===== src/rtl/core/rbt_pkg.sv =====
// Shared types and constants of the reorder buffer tracker.
package rbt_pkg;

    localparam int TAG_W       = 6;
    localparam int TAG_SPAN    = 64;
    localparam int DEST_W      = 8;
    localparam int SEQ_W       = 32;
    localparam int PAYLOAD_W   = DEST_W + SEQ_W;
    localparam int BE_W        = 7;
    localparam int GW_W        = 4;
    localparam int CFG_INDEX_W = 1;
    localparam int CFG_DATA_W  = 7;

    localparam logic [1:0] FUNC_ALLOC     = 2'd0;
    localparam logic [1:0] FUNC_WRITEBACK = 2'd1;
    localparam logic [1:0] FUNC_RETIRE    = 2'd2;
    localparam logic [1:0] FUNC_PEEK      = 2'd3;

    localparam logic [CFG_INDEX_W-1:0] CFG_BUFFER_ENTRIES = 1'd0;
    localparam logic [CFG_INDEX_W-1:0] CFG_GROUP_WIDTH    = 1'd1;

    localparam logic [BE_W-1:0] BUFFER_ENTRIES_RESET = 7'd64;
    localparam logic [GW_W-1:0] GROUP_WIDTH_RESET    = 4'd4;

    typedef struct packed {
        logic [1:0]              func;
        logic [TAG_W-1:0]        entry_tag;
        logic signed [DEST_W-1:0] dest_reg;
        logic [SEQ_W-1:0]        sequence_no;
    } rbt_item_t;

    typedef struct packed {
        logic [TAG_W-1:0]         alloc_index;
        logic                     alloc_overflow;
        logic                     tag_ready;
        logic signed [DEST_W-1:0] tag_dest;
        logic [SEQ_W-1:0]         tag_sequence;
        logic                     group_free;
    } rbt_result_t;

    typedef struct packed {
        logic capture;
        logic commit;
        logic scan;
    } rbt_cmd_t;

    typedef struct packed {
        logic scan_done;
    } rbt_status_t;

endpackage


===== src/rtl/core/reorder_buffer_tracker_core.sv =====
// Top level of the reorder buffer tracker: controller, datapath and ports.
//
// Command channel: an item beat is taken at a rising edge with start high and
// busy low. func selects allocate, writeback, retire or peek; entry_tag picks
// the entry that tag_ready, tag_dest and tag_sequence report on.
// Result channel: done is high for exactly one cycle and result holds the beat
// until the next beat is written; the receiver cannot hold results off.
// Config channel: cfg_ready is always high; a beat with cfg_valid writes
// cfg_index 0 (buffer entries in use) or 1 (group width). Write it only while
// the block is idle.
// Sequence: after the accept edge, the write step updates tail, valid bits
// and the entry stores; then the free scan walks the valid bits from the
// tail, one entry per cycle, and stops at the first valid entry or after
// group_width entries (at most MAX_GROUP_WIDTH); then done rises. A new
// beat is taken in the done cycle itself.
// Reset: valid bits and tail clear at once, size returns to 64 and group
// width to 4; no clearing pass is needed, so start is taken right away.
module reorder_buffer_tracker_core
    import rbt_pkg::*;
#(
    parameter int BUFFER_DEPTH    = 64,
    parameter int MAX_GROUP_WIDTH = 8
) (
    input  logic                   clk,
    input  logic                   rst_n,
    input  logic                   start,
    output logic                   busy,
    input  rbt_item_t              item,
    output logic                   done,
    output rbt_result_t            result,
    input  logic                   cfg_valid,
    output logic                   cfg_ready,
    input  logic [CFG_INDEX_W-1:0] cfg_index,
    input  logic [CFG_DATA_W-1:0]  cfg_data
);

    rbt_cmd_t    cmd;
    rbt_status_t status;

    // config beats are always taken
    assign cfg_ready = 1'b1;

    rbt_ctrl u_ctrl (
        .clk    (clk),
        .rst_n  (rst_n),
        .start  (start),
        .status (status),
        .cmd    (cmd),
        .busy   (busy),
        .done   (done)
    );

    rbt_datapath #(
        .BUFFER_DEPTH    (BUFFER_DEPTH),
        .MAX_GROUP_WIDTH (MAX_GROUP_WIDTH)
    ) u_datapath (
        .clk       (clk),
        .rst_n     (rst_n),
        .cmd       (cmd),
        .status    (status),
        .item      (item),
        .result    (result),
        .cfg_we    (cfg_valid && cfg_ready),
        .cfg_index (cfg_index),
        .cfg_data  (cfg_data)
    );

endmodule


===== src/rtl/core/rbt_ram.sv =====
// Generic single-write, single-read RAM with registered read data.
module rbt_ram #(
    parameter int WIDTH = 8,
    parameter int DEPTH = 64
) (
    input  logic                     clk,
    input  logic                     we,
    input  logic [$clog2(DEPTH)-1:0] wr_addr,
    input  logic [WIDTH-1:0]         wr_data,
    input  logic                     rd_en,
    input  logic [$clog2(DEPTH)-1:0] rd_addr,
    output logic [WIDTH-1:0]         rd_data
);

    logic [WIDTH-1:0] mem_reg [DEPTH];
    logic [WIDTH-1:0] rd_data_reg;

    always_ff @(posedge clk)
    begin
        if (we)
        begin
            mem_reg[wr_addr] <= wr_data;
        end
        if (rd_en)
        begin
            rd_data_reg <= mem_reg[rd_addr];
        end
    end

    assign rd_data = rd_data_reg;

endmodule


===== src/rtl/core/rbt_ctrl.sv =====
// Sequencing state machine of the reorder buffer tracker.
module rbt_ctrl
    import rbt_pkg::*;
(
    input  logic        clk,
    input  logic        rst_n,
    input  logic        start,
    input  rbt_status_t status,
    output rbt_cmd_t    cmd,
    output logic        busy,
    output logic        done
);

    typedef enum logic [3:0] {
        ST_IDLE  = 4'b0001,
        ST_WRITE = 4'b0010,
        ST_SCAN  = 4'b0100,
        ST_RESP  = 4'b1000
    } state_t;

    state_t state_reg;
    state_t state_next;

    always_comb
    begin
        state_next  = state_reg;
        cmd.capture = 1'b0;
        cmd.commit  = 1'b0;
        cmd.scan    = 1'b0;
        busy        = 1'b1;
        done        = 1'b0;
        case (state_reg)
            ST_IDLE:
            begin
                busy = 1'b0;
                if (start)
                begin
                    cmd.capture = 1'b1;
                    state_next  = ST_WRITE;
                end
            end
            ST_WRITE:
            begin
                cmd.commit = 1'b1;
                state_next = ST_SCAN;
            end
            ST_SCAN:
            begin
                cmd.scan = 1'b1;
                if (status.scan_done)
                begin
                    state_next = ST_RESP;
                end
            end
            ST_RESP:
            begin
                busy = 1'b0;
                done = 1'b1;
                // take the next beat while the result is on the ports
                if (start)
                begin
                    cmd.capture = 1'b1;
                    state_next  = ST_WRITE;
                end
                else
                begin
                    state_next = ST_IDLE;
                end
            end
            default:
            begin
                state_next = ST_IDLE;
            end
        endcase
    end

    always_ff @(posedge clk or negedge rst_n)
    begin
        if (!rst_n)
        begin
            state_reg <= ST_IDLE;
        end
        else
        begin
            state_reg <= state_next;
        end
    end

endmodule


===== src/rtl/core/rbt_datapath.sv =====
// Datapath: config registers, valid bits, tail, entry stores and free scan.
module rbt_datapath
    import rbt_pkg::*;
#(
    parameter int BUFFER_DEPTH    = 64,
    parameter int MAX_GROUP_WIDTH = 8
) (
    input  logic                   clk,
    input  logic                   rst_n,
    input  rbt_cmd_t               cmd,
    output rbt_status_t            status,
    input  rbt_item_t              item,
    output rbt_result_t            result,
    input  logic                   cfg_we,
    input  logic [CFG_INDEX_W-1:0] cfg_index,
    input  logic [CFG_DATA_W-1:0]  cfg_data
);

    localparam int IDX_W  = $clog2(BUFFER_DEPTH);
    localparam int CNT_W  = $clog2(BUFFER_DEPTH + 1);
    localparam int SZ_W   = (CNT_W > BE_W) ? CNT_W : BE_W;
    localparam int GCNT_W = $clog2(MAX_GROUP_WIDTH + 1);
    localparam int GC_W   = (GCNT_W > GW_W) ? GCNT_W : GW_W;

    function automatic logic [TAG_SPAN*IDX_W-1:0] build_tag_map();
        logic [TAG_SPAN*IDX_W-1:0] map;
        map = '0;
        for (int i = 0; i < TAG_SPAN; i++)
        begin
            map[i*IDX_W +: IDX_W] = IDX_W'(i % BUFFER_DEPTH);
        end
        return map;
    endfunction

    localparam logic [TAG_SPAN*IDX_W-1:0] TAG_MAP = build_tag_map();

    function automatic logic [IDX_W-1:0] next_index(
        input logic [IDX_W-1:0] idx,
        input logic [SZ_W-1:0]  size
    );
        logic [SZ_W:0] inc;
        inc = (SZ_W+1)'(idx) + 1'b1;
        if (inc >= {1'b0, size})
        begin
            return '0;
        end
        return inc[IDX_W-1:0];
    endfunction

    logic [BE_W-1:0]  buffer_entries_reg;
    logic [GW_W-1:0]  group_width_reg;
    logic [1:0]       op_reg;
    logic [IDX_W-1:0] tag_reg;
    logic [PAYLOAD_W-1:0] payload_hold_reg;
    logic [IDX_W-1:0] tail_reg;
    logic [IDX_W-1:0] pos_reg;
    logic [GCNT_W-1:0] cnt_reg;
    logic [BUFFER_DEPTH-1:0] valid_reg;
    logic [TAG_W-1:0] alloc_index_reg;
    logic             overflow_reg;
    logic             group_free_reg;

    logic [SZ_W-1:0]   size_in_use;
    logic [SZ_W-1:0]   be_ext;
    logic [GC_W-1:0]   gw_ext;
    logic [GCNT_W-1:0] group_limit;
    logic              is_alloc;
    logic              is_wb;
    logic [IDX_W-1:0]  tail_next_idx;
    logic [IDX_W-1:0]  pos_next_idx;
    logic              count_met;

    logic                 ready_we;
    logic [IDX_W-1:0]     ready_addr;
    logic [0:0]           ready_rd;
    logic [PAYLOAD_W-1:0] payload_rd;

    // clamp the configured size and group width into their legal ranges
    assign be_ext = SZ_W'(buffer_entries_reg);
    always_comb
    begin
        if (be_ext == '0)
        begin
            size_in_use = SZ_W'(1);
        end
        else if (be_ext > SZ_W'(BUFFER_DEPTH))
        begin
            size_in_use = SZ_W'(BUFFER_DEPTH);
        end
        else
        begin
            size_in_use = be_ext;
        end
    end

    assign gw_ext      = GC_W'(group_width_reg);
    assign group_limit = (gw_ext > GC_W'(MAX_GROUP_WIDTH)) ? GCNT_W'(MAX_GROUP_WIDTH)
                                                           : GCNT_W'(gw_ext);

    assign is_alloc      = (op_reg == FUNC_ALLOC);
    assign is_wb         = (op_reg == FUNC_WRITEBACK);
    assign tail_next_idx = next_index(tail_reg, size_in_use);
    assign pos_next_idx  = next_index(pos_reg, size_in_use);
    assign count_met     = (cnt_reg >= group_limit);

    assign status.scan_done = count_met || valid_reg[pos_reg];

    always_ff @(posedge clk or negedge rst_n)
    begin
        if (!rst_n)
        begin
            buffer_entries_reg <= BUFFER_ENTRIES_RESET;
            group_width_reg    <= GROUP_WIDTH_RESET;
        end
        else if (cfg_we)
        begin
            case (cfg_index)
                CFG_BUFFER_ENTRIES: buffer_entries_reg <= cfg_data[BE_W-1:0];
                CFG_GROUP_WIDTH:    group_width_reg    <= cfg_data[GW_W-1:0];
                default:            ;
            endcase
        end
    end

    // control state: tail pointer, valid bits, scan walk
    always_ff @(posedge clk or negedge rst_n)
    begin
        if (!rst_n)
        begin
            tail_reg  <= '0;
            valid_reg <= '0;
            pos_reg   <= '0;
            cnt_reg   <= '0;
        end
        else if (cmd.commit)
        begin
            cnt_reg <= '0;
            if (is_alloc)
            begin
                valid_reg[tail_reg] <= 1'b1;
                tail_reg            <= tail_next_idx;
                pos_reg             <= tail_next_idx;
            end
            else
            begin
                pos_reg <= tail_reg;
                if (op_reg == FUNC_RETIRE)
                begin
                    valid_reg[tag_reg] <= 1'b0;
                end
            end
        end
        else if (cmd.scan && !status.scan_done)
        begin
            pos_reg <= pos_next_idx;
            cnt_reg <= cnt_reg + 1'b1;
        end
    end

    // payload registers
    always_ff @(posedge clk)
    begin
        if (cmd.capture)
        begin
            op_reg           <= item.func;
            tag_reg          <= TAG_MAP[int'(item.entry_tag)*IDX_W +: IDX_W];
            payload_hold_reg <= {item.dest_reg, item.sequence_no};
        end
        if (cmd.commit)
        begin
            alloc_index_reg <= is_alloc ? TAG_W'(tail_reg) : '0;
            overflow_reg    <= is_alloc && valid_reg[tail_reg];
        end
        if (cmd.scan && status.scan_done)
        begin
            group_free_reg <= count_met;
        end
    end

    assign ready_we   = cmd.commit && (is_alloc || is_wb);
    assign ready_addr = is_alloc ? tail_reg : tag_reg;

    rbt_ram #(
        .WIDTH (1),
        .DEPTH (BUFFER_DEPTH)
    ) u_ready_ram (
        .clk     (clk),
        .we      (ready_we),
        .wr_addr (ready_addr),
        .wr_data (is_wb),
        .rd_en   (cmd.scan),
        .rd_addr (tag_reg),
        .rd_data (ready_rd)
    );

    rbt_ram #(
        .WIDTH (PAYLOAD_W),
        .DEPTH (BUFFER_DEPTH)
    ) u_payload_ram (
        .clk     (clk),
        .we      (cmd.commit && is_alloc),
        .wr_addr (tail_reg),
        .wr_data (payload_hold_reg),
        .rd_en   (cmd.scan),
        .rd_addr (tag_reg),
        .rd_data (payload_rd)
    );

    assign result.alloc_index    = alloc_index_reg;
    assign result.alloc_overflow = overflow_reg;
    assign result.tag_ready      = ready_rd[0];
    assign result.tag_dest       = payload_rd[PAYLOAD_W-1:SEQ_W];
    assign result.tag_sequence   = payload_rd[SEQ_W-1:0];
    assign result.group_free     = group_free_reg;

endmodule

===== config.mk =====
export PLATFORM = sky130hd
export DESIGN_NAME = reorder_buffer_tracker_core
export DESIGN_NICKNAME = d
export VERILOG_FILES = /design/src/rtl/core/rbt_pkg.sv /design/src/rtl/core/reorder_buffer_tracker_core.sv /design/src/rtl/core/rbt_ram.sv /design/src/rtl/core/rbt_ctrl.sv /design/src/rtl/core/rbt_datapath.sv
export SDC_FILE = /design/constraint.sdc
export NUM_CORES = 2
export LEC_CHECK = 0
export BUFFER_PORTS_ARGS = -buffer_cell sky130_fd_sc_hd__buf_2
export CAP_MARGIN = 0
export CORE_UTILIZATION = 39
export DETAILED_ROUTE_END_ITERATION = 12
export PLACE_DENSITY = 0.52
export SYNTH_ARGS = -nofsm -noshare
export SYNTH_HDL_FRONTEND = slang
export SYNTH_SLANG_ARGS = --single-unit

===== constraint.sdc =====
create_clock -name clk -period 6.1 [get_ports clk]
set_input_delay 0.305 -clock clk [delete_from_list [all_inputs] [get_ports clk]]
set_output_delay 0.305 -clock clk [all_outputs]
set_load 0.005 [all_outputs]

==> flow_summary.json <==
{
  "synthSimpleGateAreaFrac_pct": 2.38,
  "maxCapViolCount": 0,
  "floorplan.die_area_um2": 267000,
  "setup_viol": 0,
  "vias_per_cell": 6.13,
  "drive_gt1_share_pct": 14.4,
  "largest_reg_flops": 2560,
  "synth_cell_types": 69,
  "cp_slowest_cell": "nor2_4",
  "io_buffers": 110,
  "postCtsSetupBuffers": 0,
  "synthCells": 5672,
  "seqPwrFrac_pct": 47.8,
  "final_nets": 6108,
  "synth_top_area_share_pct": 79.2,
  "fp.dieH_um": 516,
  "cp_top_family": "simple AND/OR/NAND/NOR gates",
  "area_growth_pct": 16.0,
  "rsz0062_at_grt": "false",
  "ys_warn_count": 0,
  "core_um2": 263000,
  "ys_seq_area_share_pct": 81.5,
  "worstPathMaxFanout": 28,
  "drcViolationCount": 0,
  "final_antenna_net_count": 0,
  "arrival_ns": 4.99,
  "synth_top_family_by_area": "compound AO/OA/AOI/OAI gates",
  "setup_tns_ns": 0,
  "clkPwrFrac_pct": 37.2,
  "gp_congestion": 0.861,
  "pwr-share-comb_pct": 15.0,
  "final_common_cell": "edfxtp_1",
  "synth_fa_ha_area_share_pct": 0.255,
  "end_kind": "register",
  "synth_mux_area_share_pct": 0.815,
  "p_sw_share_pct": 27.3,
  "grtUsageMet3_pct": 5.90,
  "grt_pass1_vias": 57700,
  "num_vias": 59900,
  "path_buf_inv": 1,
  "finalCriticalPeriod_ns": 4.39,
  "p_switching_w": 0.0130,
  "cp.depth": 6,
  "grt_pass1_wl_mm": 464,
  "ys.flop_type": "edfxtp_1",
  "cts_tree": "yes",
  "crit_chain": "nand2b_1, or3_1, nor2_1, nand3_2, nor2_4, buf_4",
  "slew_violations": 0,
  "mappedNetlistNets": 5753,
  "grt_max_degree": 94,
  "hold_path_depth": 2,
  "status": "completed",
  "final_util_pct": 45.5,
  "first_iter_violations": 7859,
  "root_buffer": "clkbuf_16",
  "most-common-layout-cells": "edfxtp_1, a22oi_1, clkbuf_16",
  "busiest_layer": "met2",
  "htreeDepth": 5,
  "avgSynthCellArea_um2": 18.2,
  "skew_ns": 0.0704,
  "die_w_um": 516,
  "drtPass1Iterations": 6,
  "worstMarginPinSlew_ns": 1.32,
  "syn_area_um2": 103000,
  "hp-class": "in2reg",
  "p_int_w": 0.0345,
  "slew_headroom_pct": 11.8,
  "io_pins": 112,
  "synthXorXnorAreaFrac_pct": 0.0849,
  "power.leakage_nw": 36.9,
  "r2r_cells": 6,
  "cts_sinks": 2816,
  "max-clock-path-buffers": 4,
  "met2_usage_pct": 37.9,
  "grt_use_total_pct": 24.7,
  "cpPeakStageDelay_ns": 1.21,
  "synth_compound_area_share_pct": 13.4,
  "cts_buffers": 305,
  "antenna_found_initial": 21,
  "met1_usage_pct": 35.4,
  "max_freq_mhz": 228,
  "worstSetupStartpointType": "register",
  "start_util_pct": 39.3,
  "rows": 188,
  "power_density_nw_per_um2": 397,
  "synth-edff-count": 2721,
  "synthArstFlopShare_pct": 3.37,
  "period_share_pct": 71.9,
  "dp_hpwl_mm": 198,
  "synthTopCellsByArea": "edfxtp_1, a22oi_1, a221oi_1",
  "grt_overflow": 0,
  "ir_worst_vdd_mv": 0.373,
  "yosysTopAreaCell": "edfxtp_1",
  "synth_seq_cells": 2816,
  "drt_wl_total_mm": 333,
  "wl_per_cell_um": 34.1,
  "clk_pin_slew_worst_paths_ns": 0.06,
  "clkLatencyLatePin_ns": 0.95,
  "final_hold_viol_count": 0,
  "cp.required_ns": 6.70,
  "path_class": "reg2reg"
}
cells in the mapped netlist, drive strengths merged, types with 5 or more instances:
cell type  count
a22o         269
ha            21
buf           93
nor4          34
a21o           9
inv           17
edfxtp      2721
nand2         81
a31oi        241
dfrtp         92
and2           8
nand4         86
nor3           9
and3           6
clkbuf       289
nand3         65
a221oi       278
a22oi        782
nor2         168
nand2b        10
a211oi         6
or2            5
mux2i         15
mux4          18
nor2b         14
a21oi        116
o21ai        143
xnor2          7
nand3b         5
mux2          22
routing by layer:
metal | part of all wire, % | wire [um] | vias up
met2 | 46 | 152000 | 2984
met3 | 9.7 | 32400 | 455
met1 | 42 | 141000 | 31700
li1 | - | - | 24700
met4 | 2.3 | 7600 | 6
met5 | 0.010 | 35 | -
worst register-to-register path: stages, from the launching register on:
cell and delay (ns):
dfstp_2 0.40, nand2b_1 0.17, or3_1 0.60, nor2_1 0.46
nand3_2 0.77, nor2_4 1.23, buf_4 0.44
cell type report:
class                           instances  area (um^2)
Multi-Input combinational cell       2457        18100
Clock inverter                        137         1240
Inverter                               17         63.8
Sequential cell                      2816        84100
Fill cell                           22500       143000
Timing Repair Buffer                  430         3620
Clock buffer                          384         8100
Antenna cell                            8         20.0
Tap cell                             3515         4400
repair_timing:
| item | in CTS | in global routing |
|---|---|---|
| hold endpoints to repair | 116 | 0 |
| hold buffers | 68 | 0 |
| gates resized for setup | 0 | 0 |
cells by family after synthesis:
family / Yosys count
buf+inv: 399
simple gates: 500
other cells: 1
compound gates: 1870
flops: 2816
mux: 55
xor+xnor: 10
fa+ha+maj: 21
power groups by stage:
stage	sequential, W	combinational [W]	clock [W]
floorplan	0.0235	0.00311	0
global placement	0.0231	0.00699	0
detailed placement	0.0231	0.00705	0
CTS	0.0227	0.00711	0.0179
global route	0.0227	0.00750	0.0187
finish	0.0227	0.00715	0.0177
through the flow:
stage	hold WS, ns	instances	cell area, um^2	setup WS (ns)	total power [W]
2_1_floorplan	0.00941	5672	103000	1.74	0.0266
4_1_cts	0.00810	9756	120000	1.82	0.0477
6_report	0.0736	9764	120000	1.71	0.0475
5_1_grt	0.0473	9758	120000	1.67	0.0489
3_5_place_dp	0.266	9167	110000	1.82	0.0302
3_3_place_gp	0.256	9167	110000	1.85	0.0301
worst paths after layout:
| check | start | endpoint | slack [ns] |
|---|---|---|---|
| min reg2reg | u_datapath.group_width_reg[0]$_DFFE_PN0P_ | u_datapath.group_width_reg[0]$_DFFE_PN0P_ | 0.51 |
| max in group asynchronous | rst_n | u_datapath.valid_reg[54]$_DFFE_PN0P_ | 4.69 |
| min in group asynchronous | rst_n | u_datapath.pos_reg[5]$_DFFE_PN0P_ | 0.48 |
| max | u_ctrl.state_reg[0]$_DFFE_PN1P_ | u_datapath.u_payload_ram.mem_reg[46][31]$_DFFE_PP_ | 1.71 |
| min | item[11] | u_datapath.payload_hold_reg[11]$_DFFE_PP_ | 0.07 |
| max reg2reg | u_ctrl.state_reg[0]$_DFFE_PN1P_ | u_datapath.u_payload_ram.mem_reg[46][31]$_DFFE_PP_ | 1.71 |
Note: power is estimated with default switching activity, not from simulation.
